**config.mk**
```make
export PLATFORM = sky130hd
export DESIGN_NAME = dtls_header_compressor
export DESIGN_NICKNAME = d
export VERILOG_FILES = /design/src/hdl/dhc_pkg.sv /design/src/hdl/dhc_front.sv /design/src/hdl/dhc_queue.sv /design/src/hdl/dhc_back.sv /design/src/hdl/dtls_header_compressor.sv
export SDC_FILE = /design/constraint.sdc
export NUM_CORES = 1
export LEC_CHECK = 0
export ABC_AREA = 1
export BUFFER_PORTS_ARGS = -buffer_cell sky130_fd_sc_hd__buf_4
export CORE_UTILIZATION = 42
export CTS_CLUSTER_DIAMETER = 80
export DETAILED_ROUTE_END_ITERATION = 7
export SETUP_SLACK_MARGIN = 0.3
export SLEW_MARGIN = 20
export SYNTH_ARGS = -nofsm -noshare
export SYNTH_HDL_FRONTEND = slang
export SYNTH_SLANG_ARGS = --single-unit
export TNS_END_PERCENT = 100
```
**constraint.sdc**
```tcl
create_clock -name clk_i -period 8.1 [get_ports clk_i]
set_input_delay 0.81 -clock clk_i [delete_from_list [all_inputs] [get_ports clk_i]]
set_output_delay 0.81 -clock clk_i [all_outputs]
set_load 0.005 [all_outputs]
```
**src/hdl/dhc_pkg.sv**
```systemverilog
// Types and constants shared by the DTLS header compressor modules.
// No dependencies; every other file of the block imports this package.
package dhc_pkg;

  localparam int unsigned HDR_LEN   = 13;
  localparam int unsigned STORE_LEN = HDR_LEN - 1;

  localparam logic [7:0] TYPE_APPDATA = 8'd23;
  localparam logic [7:0] VER_HI       = 8'hFE;
  localparam logic [7:0] VER_LO       = 8'hFD;
  localparam logic [7:0] EPOCH_HI     = 8'h00;
  localparam logic [7:0] EPOCH_LO     = 8'h01;

  // Status codes carried on every result.
  localparam logic [1:0] ST_OK    = 2'd0;
  localparam logic [1:0] ST_SHORT = 2'd1;
  localparam logic [1:0] ST_LIMIT = 2'd2;

  // Header bytes kept per rule.
  localparam logic [3:0] KEEP_STRICT  = 4'd8;
  localparam logic [3:0] KEEP_RELAXED = 4'd11;
  localparam logic [3:0] KEEP_NONE    = 4'd13;

  // Position of the final burst byte per rule (burst length minus one).
  localparam logic [3:0] LASTPOS_STRICT  = 4'd8;
  localparam logic [3:0] LASTPOS_RELAXED = 4'd11;
  localparam logic [3:0] LASTPOS_NONE    = 4'd13;

  // Configuration register indexes.
  localparam logic [1:0] REG_CODE_NONE    = 2'd0;
  localparam logic [1:0] REG_CODE_STRICT  = 2'd1;
  localparam logic [1:0] REG_CODE_RELAXED = 2'd2;
  localparam logic [1:0] REG_MAX_LEN      = 2'd3;

  typedef enum logic [1:0] {
    RULE_NONE    = 2'd0,
    RULE_STRICT  = 2'd1,
    RULE_RELAXED = 2'd2
  } rule_e;

  typedef enum logic [1:0] {
    CMD_PASS = 2'd0,
    CMD_ERR  = 2'd1,
    CMD_HDR  = 2'd2
  } cmd_kind_e;

  typedef struct packed {
    logic [7:0]  data_byte;
    logic [15:0] record_len;
  } in_t;

  typedef struct packed {
    logic [7:0]  out_byte;
    logic        last;
    logic [1:0]  status;
    logic [16:0] compressed_len;
  } out_t;

  typedef struct packed {
    logic [7:0]  code_none;
    logic [7:0]  code_strict;
    logic [7:0]  code_relaxed;
    logic [16:0] max_len;
  } cfg_t;

  // One queue entry: a pass-through byte, an error, or a whole header burst.
  typedef struct packed {
    cmd_kind_e              kind;
    rule_e                  rule;
    logic [7:0]             data;    // payload byte or rule byte
    logic [HDR_LEN-1:0][7:0] hdr;
    logic                   last;
    logic [1:0]             status;
    logic [16:0]            clen;
  } cmd_t;

endpackage

```
**src/hdl/dhc_front.sv**
```systemverilog
// Front end: accepts record bytes, tracks position and length, holds the
// header and classifies it. Pushes one command per result-causing beat.
// Depends on dhc_pkg.
module dhc_front (
  input  logic          clk_i,
  input  logic          rst_ni,
  input  logic          in_valid_i,
  output logic          in_stall_o,
  input  dhc_pkg::in_t  in_data_i,
  input  dhc_pkg::cfg_t cfg_i,
  input  logic          q_full_i,
  output logic          push_o,
  output dhc_pkg::cmd_t cmd_o
);
  import dhc_pkg::*;

  logic [15:0] idx_q, idx_d;
  logic [15:0] len_q, len_d;
  logic        drop_q, drop_d;
  logic [16:0] total_q, total_d;
  logic [7:0]  hdr_q [STORE_LEN];

  logic        accept;
  logic [15:0] len_eff;
  logic        drop_cur;
  logic        ver_ok, strict_ok;
  logic [3:0]  keep;
  logic [16:0] need;
  logic [16:0] idx_nxt;

  assign in_stall_o = q_full_i;
  assign accept     = in_valid_i && !q_full_i;

  // Classification of the held header (byte 12 is the current beat).
  assign ver_ok    = (hdr_q[1] == VER_HI) && (hdr_q[2] == VER_LO);
  assign strict_ok = ver_ok && (hdr_q[0] == TYPE_APPDATA) &&
                     (hdr_q[3] == EPOCH_HI) && (hdr_q[4] == EPOCH_LO);
  assign keep      = strict_ok ? KEEP_STRICT : (ver_ok ? KEEP_RELAXED : KEEP_NONE);
  assign need      = {1'b0, len_eff} + {13'd0, keep} - 17'(STORE_LEN);
  assign idx_nxt   = {1'b0, idx_q} + 17'd1;

  always_comb begin
    len_d   = len_q;
    drop_d  = drop_q;
    total_d = total_q;
    idx_d   = idx_q;
    push_o  = 1'b0;
    cmd_o   = '0;

    // Length latch on the first byte; zero counts as one.
    if (idx_q == 16'd0) begin
      len_eff  = (in_data_i.record_len == 16'd0) ? 16'd1 : in_data_i.record_len;
      drop_cur = (len_eff < 16'(HDR_LEN));
    end else begin
      len_eff  = len_q;
      drop_cur = drop_q;
    end

    for (int i = 0; i < STORE_LEN; i++) begin
      cmd_o.hdr[i] = hdr_q[i];
    end
    cmd_o.hdr[HDR_LEN-1] = in_data_i.data_byte;

    if (accept) begin
      if (idx_q == 16'd0) begin
        len_d   = len_eff;
        total_d = '0;
      end
      drop_d = drop_cur;

      if (idx_q == 16'd0 && drop_cur) begin
        // Short record: single error result.
        push_o      = 1'b1;
        cmd_o.kind  = CMD_ERR;
        cmd_o.last  = 1'b1;
        cmd_o.status = ST_SHORT;
      end else if (!drop_cur && idx_q == 16'(STORE_LEN)) begin
        push_o = 1'b1;
        if (need > cfg_i.max_len) begin
          drop_d       = 1'b1;
          cmd_o.kind   = CMD_ERR;
          cmd_o.last   = 1'b1;
          cmd_o.status = ST_LIMIT;
        end else begin
          total_d      = need;
          cmd_o.kind   = CMD_HDR;
          cmd_o.rule   = strict_ok ? RULE_STRICT : (ver_ok ? RULE_RELAXED : RULE_NONE);
          cmd_o.data   = strict_ok ? cfg_i.code_strict :
                         (ver_ok ? cfg_i.code_relaxed : cfg_i.code_none);
          cmd_o.last   = (len_eff == 16'(HDR_LEN));
          cmd_o.status = ST_OK;
          cmd_o.clen   = need;
        end
      end else if (!drop_cur && idx_q >= 16'(HDR_LEN)) begin
        // Payload byte passes through.
        push_o       = 1'b1;
        cmd_o.kind   = CMD_PASS;
        cmd_o.data   = in_data_i.data_byte;
        cmd_o.last   = (idx_nxt == {1'b0, len_eff});
        cmd_o.status = ST_OK;
        cmd_o.clen   = cmd_o.last ? total_q : 17'd0;
      end

      // Record end resets position.
      if (idx_nxt >= {1'b0, len_eff}) begin
        idx_d  = '0;
        drop_d = 1'b0;
      end else begin
        idx_d = idx_nxt[15:0];
      end
    end
  end

  always_ff @(posedge clk_i or negedge rst_ni) begin
    if (!rst_ni) begin
      idx_q   <= '0;
      len_q   <= '0;
      drop_q  <= 1'b0;
      total_q <= '0;
    end else begin
      idx_q   <= idx_d;
      len_q   <= len_d;
      drop_q  <= drop_d;
      total_q <= total_d;
    end
  end

  // Header store, no reset.
  always_ff @(posedge clk_i) begin
    if (accept && idx_q < 16'(STORE_LEN)) begin
      hdr_q[idx_q[3:0]] <= in_data_i.data_byte;
    end
  end

endmodule

```
**src/hdl/dhc_queue.sv**
```systemverilog
// Short command queue between front and back end.
// Depends on dhc_pkg for the entry type.
module dhc_queue #(
  parameter int unsigned DEPTH = 4
) (
  input  logic          clk_i,
  input  logic          rst_ni,
  input  logic          push_i,
  input  dhc_pkg::cmd_t cmd_i,
  output logic          full_o,
  output logic          valid_o,
  output dhc_pkg::cmd_t cmd_o,
  input  logic          pop_i
);
  import dhc_pkg::*;

  localparam int unsigned PW = (DEPTH > 1) ? $clog2(DEPTH) : 1;
  localparam int unsigned CW = $clog2(DEPTH + 1);

  cmd_t          mem_q [DEPTH];
  logic [PW-1:0] wr_q, wr_d, rd_q, rd_d;
  logic [CW-1:0] cnt_q, cnt_d;
  logic          do_push, do_pop;

  assign full_o  = (cnt_q == CW'(DEPTH));
  assign valid_o = (cnt_q != '0);
  assign cmd_o   = mem_q[rd_q];
  assign do_push = push_i && !full_o;
  assign do_pop  = pop_i && valid_o;

  // Pointer wrap at the depth, not at a power of two.
  always_comb begin
    wr_d  = wr_q;
    rd_d  = rd_q;
    cnt_d = cnt_q;
    if (do_push) wr_d = (wr_q == PW'(DEPTH - 1)) ? '0 : wr_q + PW'(1);
    if (do_pop)  rd_d = (rd_q == PW'(DEPTH - 1)) ? '0 : rd_q + PW'(1);
    if (do_push && !do_pop) cnt_d = cnt_q + CW'(1);
    else if (!do_push && do_pop) cnt_d = cnt_q - CW'(1);
  end

  always_ff @(posedge clk_i or negedge rst_ni) begin
    if (!rst_ni) begin
      wr_q  <= '0;
      rd_q  <= '0;
      cnt_q <= '0;
    end else begin
      wr_q  <= wr_d;
      rd_q  <= rd_d;
      cnt_q <= cnt_d;
    end
  end

  always_ff @(posedge clk_i) begin
    if (do_push) mem_q[wr_q] <= cmd_i;
  end

endmodule

```
**src/hdl/dhc_back.sv**
```systemverilog
// Back end: expands queue commands into result beats through an output
// register. Header bursts step a position counter. Depends on dhc_pkg.
module dhc_back (
  input  logic          clk_i,
  input  logic          rst_ni,
  input  logic          q_valid_i,
  input  dhc_pkg::cmd_t cmd_i,
  output logic          pop_o,
  output logic          out_valid_o,
  input  logic          out_stall_i,
  output dhc_pkg::out_t out_data_o
);
  import dhc_pkg::*;

  logic [3:0] pos_q, pos_d;
  logic       vld_q;
  out_t       out_q, out_d;
  logic       adv, final_beat;
  logic [3:0] lastpos, hsel;
  logic [7:0] hbyte;

  assign adv         = !vld_q || !out_stall_i;
  assign out_valid_o = vld_q;
  assign out_data_o  = out_q;

  // Burst length and header byte index per rule.
  always_comb begin
    case (cmd_i.rule)
      RULE_STRICT: begin
        lastpos = LASTPOS_STRICT;
        hsel    = pos_q + 4'd4;
      end
      RULE_RELAXED: begin
        lastpos = LASTPOS_RELAXED;
        hsel    = (pos_q == 4'd1) ? 4'd0 : pos_q + 4'd1;
      end
      default: begin
        lastpos = LASTPOS_NONE;
        hsel    = pos_q - 4'd1;
      end
    endcase
    hbyte = (hsel < 4'(HDR_LEN)) ? cmd_i.hdr[hsel] : 8'd0;
  end

  assign final_beat = (cmd_i.kind != CMD_HDR) || (pos_q == lastpos);
  assign pop_o      = q_valid_i && adv && final_beat;

  // Result beat from the queue head.
  always_comb begin
    out_d = '0;
    pos_d = pos_q;
    case (cmd_i.kind)
      CMD_HDR: begin
        out_d.out_byte       = (pos_q == 4'd0) ? cmd_i.data : hbyte;
        out_d.last           = cmd_i.last && final_beat;
        out_d.status         = ST_OK;
        out_d.compressed_len = out_d.last ? cmd_i.clen : 17'd0;
      end
      CMD_ERR: begin
        out_d.last   = 1'b1;
        out_d.status = cmd_i.status;
      end
      default: begin
        out_d.out_byte       = cmd_i.data;
        out_d.last           = cmd_i.last;
        out_d.status         = ST_OK;
        out_d.compressed_len = cmd_i.clen;
      end
    endcase
    if (q_valid_i && adv) pos_d = final_beat ? 4'd0 : pos_q + 4'd1;
  end

  always_ff @(posedge clk_i or negedge rst_ni) begin
    if (!rst_ni) begin
      vld_q <= 1'b0;
      pos_q <= '0;
    end else begin
      pos_q <= pos_d;
      if (adv) vld_q <= q_valid_i;
    end
  end

  always_ff @(posedge clk_i) begin
    if (adv) out_q <= out_d;
  end

endmodule

```
**src/hdl/dtls_header_compressor.sv**
```systemverilog
// DTLS record header compressor. Path to the first result: command queue, then
// output register. Throughput: one byte per cycle through the payload unless
// the output stalls or the queue is full; a header burst gives 9, 12 or 14
// results from the single output register, QUEUE_DEPTH commands absorb it.
// Reset (rst_ni, async, active low) clears position, queue and output valid and
// returns the configuration registers to their defaults.
module dtls_header_compressor #(
  parameter int unsigned QUEUE_DEPTH = 4
) (
  input  logic          clk_i,
  input  logic          rst_ni,
  input  logic          in_valid_i,
  output logic          in_stall_o,
  input  dhc_pkg::in_t  in_data_i,
  output logic          out_valid_o,
  input  logic          out_stall_i,
  output dhc_pkg::out_t out_data_o,
  input  logic          psel,
  input  logic          penable,
  input  logic          pwrite,
  input  logic [3:0]    paddr,
  input  logic [31:0]   pwdata,
  output logic [31:0]   prdata,
  output logic          pready
);
  import dhc_pkg::*;

  cfg_t cfg_q;
  cmd_t push_cmd, head_cmd;
  logic push, q_full, q_valid, pop;
  logic wr_en;

  // Configuration registers.
  assign pready = 1'b1;
  assign wr_en  = psel && penable && pwrite;

  always_ff @(posedge clk_i or negedge rst_ni) begin
    if (!rst_ni) begin
      cfg_q.code_none    <= 8'd0;
      cfg_q.code_strict  <= 8'd1;
      cfg_q.code_relaxed <= 8'd2;
      cfg_q.max_len      <= 17'h10000;
    end else if (wr_en) begin
      case (paddr[3:2])
        REG_CODE_NONE:    cfg_q.code_none    <= pwdata[7:0];
        REG_CODE_STRICT:  cfg_q.code_strict  <= pwdata[7:0];
        REG_CODE_RELAXED: cfg_q.code_relaxed <= pwdata[7:0];
        REG_MAX_LEN:      cfg_q.max_len      <= pwdata[16:0];
        default: ;
      endcase
    end
  end

  always_comb begin
    case (paddr[3:2])
      REG_CODE_NONE:    prdata = {24'd0, cfg_q.code_none};
      REG_CODE_STRICT:  prdata = {24'd0, cfg_q.code_strict};
      REG_CODE_RELAXED: prdata = {24'd0, cfg_q.code_relaxed};
      REG_MAX_LEN:      prdata = {15'd0, cfg_q.max_len};
      default:          prdata = '0;
    endcase
  end

  dhc_front u_front (
    .clk_i      (clk_i),
    .rst_ni     (rst_ni),
    .in_valid_i (in_valid_i),
    .in_stall_o (in_stall_o),
    .in_data_i  (in_data_i),
    .cfg_i      (cfg_q),
    .q_full_i   (q_full),
    .push_o     (push),
    .cmd_o      (push_cmd)
  );

  dhc_queue #(.DEPTH(QUEUE_DEPTH)) u_queue (
    .clk_i   (clk_i),
    .rst_ni  (rst_ni),
    .push_i  (push),
    .cmd_i   (push_cmd),
    .full_o  (q_full),
    .valid_o (q_valid),
    .cmd_o   (head_cmd),
    .pop_i   (pop)
  );

  dhc_back u_back (
    .clk_i       (clk_i),
    .rst_ni      (rst_ni),
    .q_valid_i   (q_valid),
    .cmd_i       (head_cmd),
    .pop_o       (pop),
    .out_valid_o (out_valid_o),
    .out_stall_i (out_stall_i),
    .out_data_o  (out_data_o)
  );

endmodule

```
* Word-level counts from Yosys, hierarchy flattened
Memory sizes are Yosys's and may differ from the RTL's. Index checks and enable logic that the tools add are counted.
Storage, ports and cells: bits in registers 131, memory bits (writable) 640, input bits 67, output and inout port bits 63, word-level logic and storage cells 154, memories kept 2
Memory list:
- u_queue.mem_q | depth 4, bits a word 136, rd ports 1, clocked after Yosys merged registers in 0, wr ports 1, RTL line dhc_queue.sv:20 | cmd_t mem_q [DEPTH];
- u_front.hdr_q | depth 12, bits a word 8, rd ports 12, clocked after Yosys merged registers in 0, wr ports 1, RTL line dhc_front.sv:21 | logic [7:0] hdr_q [STORE_LEN];
Operators by class: add/subtract/negate cells 10, $lt $le $gt $ge 7, equal/unequal tests 20, multiplexer cells 60, reductions and logical operators 38
Operators by type and width (count):
- 2-to-1 mux 17 bit | 8
- one-hot mux 32 bit (4 select lines) | 1
- 2-to-1 mux 20 bit | 3
- 2-to-1 mux 8 bit | 7
- 2-to-1 mux 16 bit | 3
- one-hot mux 17 bit (2 select lines) | 1
- binary-select mux 8 bit (select 4 bit) | 1
- equality test 16 x 4 -> 1 bit, second input constant | 2
- zero test 16 bit | 2
- less-than comparator 16 x 4 -> 1 bit, second input constant | 2
- 2-to-1 mux 10 bit | 2
- logical AND 1 bit | 18
- adder 16 x 1 -> 17 bit, second input constant | 1
- adder 16 x 4 -> 17 bit | 1
- equality test 17 x 16 -> 1 bit | 1
- >= comparator 17 x 16 -> 1 bit | 1
- greater-than comparator 17 bit | 1
- subtractor 17 x 4 -> 17 bit, second input constant | 1
- equality test 8 bit, second input constant | 2
- >= comparator 16 x 4 -> 1 bit, second input constant | 1
- 2-to-1 mux 2 bit | 8
- one-hot mux 8 bit (2 select lines) | 1
- 2-to-1 mux 3 bit | 5
- 2-to-1 mux 1 bit | 13
- 28 further kinds | 49

* Longest topological paths before layout
depth in word-level cells 15, mapped depth 37, depth with buffers taken out 33

* Cells and area by module
A second synthesis with hierarchy kept.
Unflattened totals: cells, all modules 3449, area, all modules 36377.4 µm²
By module, submodules not included:
- dhc_queue | instances 1, cells an instance 1646, area an instance 22238.8 µm², seq. area each 16510.8 µm²
- dhc_front | instances 1, cells an instance 1093, area an instance 9082.5 µm², seq. area each 4134.0 µm²
- dhc_back | instances 1, cells an instance 441, area an instance 2935.3 µm², seq. area each 965.9 µm²
- dtls_header_compressor | instances 1, cells an instance 269, area an instance 2120.8 µm², seq. area each 1029.7 µm²

* Least setup slack after synthesis
OpenSTA, ideal clock, no wires.
path type input port to flip-flop, start point input port in_data_i[5] in the netlist's numbering, end point memory u_queue.mem_q[0][0] in the netlist's numbering, enable pin, setup time 633 ps, data arrival time 7381 ps, slack 86 ps, cell stages on the path 11, path buffers 0, cells stage by stage nor2_1 > nand2_1 > nor2_1 > nand2_1 > nand3_1 > nand2_1 > nand2_4 > nand3_1 > nand2_1 > o21ai_2 > nor2_1
Between the ends: word-level cells in the longest chain between the ends 13
RTL lines:
- start, declared | RTL line dtls_header_compressor.sv:14 | input dhc_pkg::in_t in_data_i,
- zero test 16 bit | RTL line dhc_front.sv:52 | len_eff = (in_data_i.record_len == 16'd0) ? 16'd1 : in_data_i.record_len;
- 2-to-1 mux 16 bit (*) | RTL line dhc_front.sv:52
- less-than comparator 16 x 4 -> 1 bit (*) | RTL line dhc_front.sv:53 | drop_cur = (len_eff < 16'(HDR_LEN));
- 2-to-1 mux 1 bit (*) | RTL line dhc_front.sv:51 | if (idx_q == 16'd0) begin
- zero test 1 bit | RTL line dhc_front.sv:77, dhc_front.sv:94
- logical AND 1 bit | RTL line dhc_front.sv:94 | end else if (!drop_cur && idx_q >= 16'(HDR_LEN)) begin
- 2-to-1 mux 1 bit | RTL line dhc_front.sv:94
- 2-to-1 mux 1 bit | RTL line dhc_front.sv:77 | end else if (!drop_cur && idx_q == 16'(STORE_LEN)) begin
- 2-to-1 mux 1 bit (*) | RTL line dhc_front.sv:71 | if (idx_q == 16'd0 && drop_cur) begin
- 2-to-1 mux 1 bit (*) | RTL line dhc_front.sv:64 | if (accept) begin
- logical AND 1 bit (*) | RTL line dhc_queue.sv:28 | assign do_push = push_i && !full_o;
- 2-to-1 mux 1 bit (*) | RTL line dhc_queue.sv:55 | if (do_push) mem_q[wr_q] <= cmd_i;
- 2-to-1 mux 1 bit (implied by the code) (*) | RTL line dhc_queue.sv:55
- end, declared | RTL line dhc_queue.sv:20
Mark *: on every way between the ends. The rest lies on a longest branch, timed or not.

==> run summary <==
Port buffer count - 96
Final hold violation count - 0
Postcts setup bufs - 0
WL/cell - 19.62 um
Clock transition at the registers of the reported paths - 0.06 ns
Final net count - 3369
Hpwl dp - 48.50 mm
Most used cell, CP - nand2_1
Skew final - 0.03523 ns
Starting Density - 42.73%
Top cells by area, synth - edfxtp_1 59%, nand2_1 9.2%, dfrtp_1 7.4%
# IOs - 130
CP bufs+invs - 7
Clk sink count - 771
Power Density - 412.3 nW/um^2
Share of layout cells above drive strength 1 - 9.091%
R2r startpoint - u_front.idx_q[0]
Slew at the pin with the worst max-slew slack - 1.092 ns
Distinct cells, synth - 49
Minimum clock period - 6.615 ns
GRT Overall Usage - 20.69%
Layout area overhead - 12.97%
Area leader, netlist - edfxtp_1
Num CTS Buffers - 82
Maximum clock insertion buffer count - 3
CP max FO - 35
Fin cells - 4339
Setup_tns - 0 ns
Synth Instances - 3159
Critical Path RT - 8.46 ns
RSZ-0062 raised after global routing - false
Hold_buf cts - 0
Vias post-DR - 23110
CTS tree - done
Total gr overflow - 0
Startpoint types - flop
Slew HR - 26.95%
Crit path arrival time - 6.98 ns
Final period utilization - 81.66%
Max VDD drop - 0.3350 mV
Drt total wl - 85.13 mm
Status - complete, no violations
Lkg Pwr - 0.01499 uW
Setup violations, final - 0
CORE AREA - 79520 sq um
DRT iter0 DRCs - 1854
Max Fclk - 151.2 MHz
Number of global-route vias before repair - 22140
CTS H-tree lvls - 3
Routed Antenna Nets - 0
First-pass GRT wire length - 129.9 mm
Post-synth top area share - 59.04%
# diodes - 0
HP Class - input pin to asynchronous set/reset pin
Max Slew Vio Count - 0
Synthesized cell area - 33980 sq um
Fill cells - 7110
Endpoint class of the critical path - flop
CTS resizes - 0
Avg Vias per Cell - 5.326
DRT Pass-1 Iters - 5
Worst path top cell family by delay - simple AND/OR/NAND/NOR gates
Slowest cell on the critical path - nand2_1
Placer congestion estimate - 0.8570
Synth Warn # - 0
Avg Cell Area, Syn - 10.76 sq um
Maximum Capacitance Violations - 0
Placed cells - 4188
Largest stage delay, worst path - 0.52 ns
Site Rows - 103
Critical path type - flop to flop
Sequential area share after synthesis - 66.64%
Initial antenna violation count - 3
Die width - 286.4 um
DRC - 0
Worst Setup SP - u_front.idx_q[0]
Clock latency on the worst-skew pair - 0.65 ns
Seq cells post-synth - 771
Die H - 286.4 um
Clk root buf - clkbuf_16
Largest net degree at the start of global routing - 179
Die area - 82040 sq um
==> through the flow <==
stage	cell area, sq um	hold slack [ns]	setup slack, ns	total power [uW]	utilization, %
final	38380	0.1154	1.486	15830	48.27
after detailed placement	35650	0.4729	1.567	12160	44.84
after global placement	35650	0.4625	1.646	12110	44.84
after CTS	38380	0.1200	1.542	15940	48.26
after global routing	38380	0.1356	0.9669	16900	48.27
after floorplan	34030	0.4457	0.08627	9857	-
==> cell type report <==
type	instances	area, sq um	share of cell area (%)
tap	1050	1314	3.423
multi-input combinational	2062	9993	26.03
sequential	771	22650	59.00
clock inverter	47	516.7	1.346
inverter	179	685.7	1.786
timing repair buffer	126	1021	2.660
clock buffer	104	2206	5.747
==> cell families (layout without fill, tap and decap cells) <==
logic type / Yosys count / after routing / share of synthesized area (%)
AND/OR/NAND/NOR: 1597 / 1597 / 20.00
buffers and inverters: 340 / 456 / 4.294
multiplexers: 2 / 2 / 0.06628
XOR/XNOR: 27 / 27 / 0.6960
AO/OA/AOI/OAI: 340 / 340 / 5.296
adder cells (fa/ha/maj): 80 / 80 / 2.990
other: 2 / 16 / 0.02210
flip-flops: 771 / 771 / 66.64
==> power breakdown <==
group	switching, uW	internal, uW
Sequential	237	4980
Combinational	4860	1980
Clock	1570	2200
Total	6670	9160
==> Yosys cell counts, drive strengths merged <==
library cell and instances:
clkbuf 69, nand3 385, xor2 24, inv 175, a211oi 1, conb 2
a31oi 2, a21o 3, clkinv 4, mux2 2, nor3 12, a21boi 1
fa 2, or3 1, o2111ai 8, dfrtp 100, edfxtp 668, nor2 285
and3 1, or2 2, o21bai 3, ha 78, nor4 9, xnor2 3
a32oi 4, a21oi 102, nor4b 1, o22ai 9, nand2 834, o211ai 2
dfstp 3, buf 92, nand4 67, o21ai 205
==> flip-flops by register name (all words and copies together) (netlist names) <==
name	cells
u_queue.mem_q	544
u_front.hdr_q	96
cfg_q	41
u_back.out_data_o	28
u_front.total_q	17
u_front.idx_q	16
u_front.len_q	16
u_back.pos_q	4
u_queue.cnt_q	3
u_queue.rd_q	2
u_queue.wr_q	2
u_back.out_valid_o	1
u_front.drop_q	1
==> routing by layer <==
metal  wire length [um]  GRT usage, %
met1              36800         27.84
met2              41070         34.20
met3               5439         3.617
met4               1816         6.217
met5                  8             0
==> worst paths after layout <==
kind / depth (start not counted) / end / slack [ns]
max reg2reg: 31 / u_queue.mem_q[0][127] / 1.49
min: 1 / cfg_q[4] / 0.12
min in group clk_i: 3 / cfg_q[11] / 0.40
min reg2reg: 2 / u_front.len_q[13] / 0.48
max in group asynchronous: 2 / u_queue.rd_q[0] / 6.55
max: 31 / u_queue.mem_q[0][127] / 1.49
==> layout by cell type, fill, tap and decap left out, drive strengths merged, types with 12 or more instances in the layout <==
master	n
nand3	385
nor3	12
edfxtp	668
o21ai	205
conb	16
xor2	24
ha	78
nand2	834
nor2	285
inv	182
clkbuf	104
a21oi	102
nand4	67
clkinv	34
dfrtp	100
buf	126
Power figures use the tool's default switching activity.
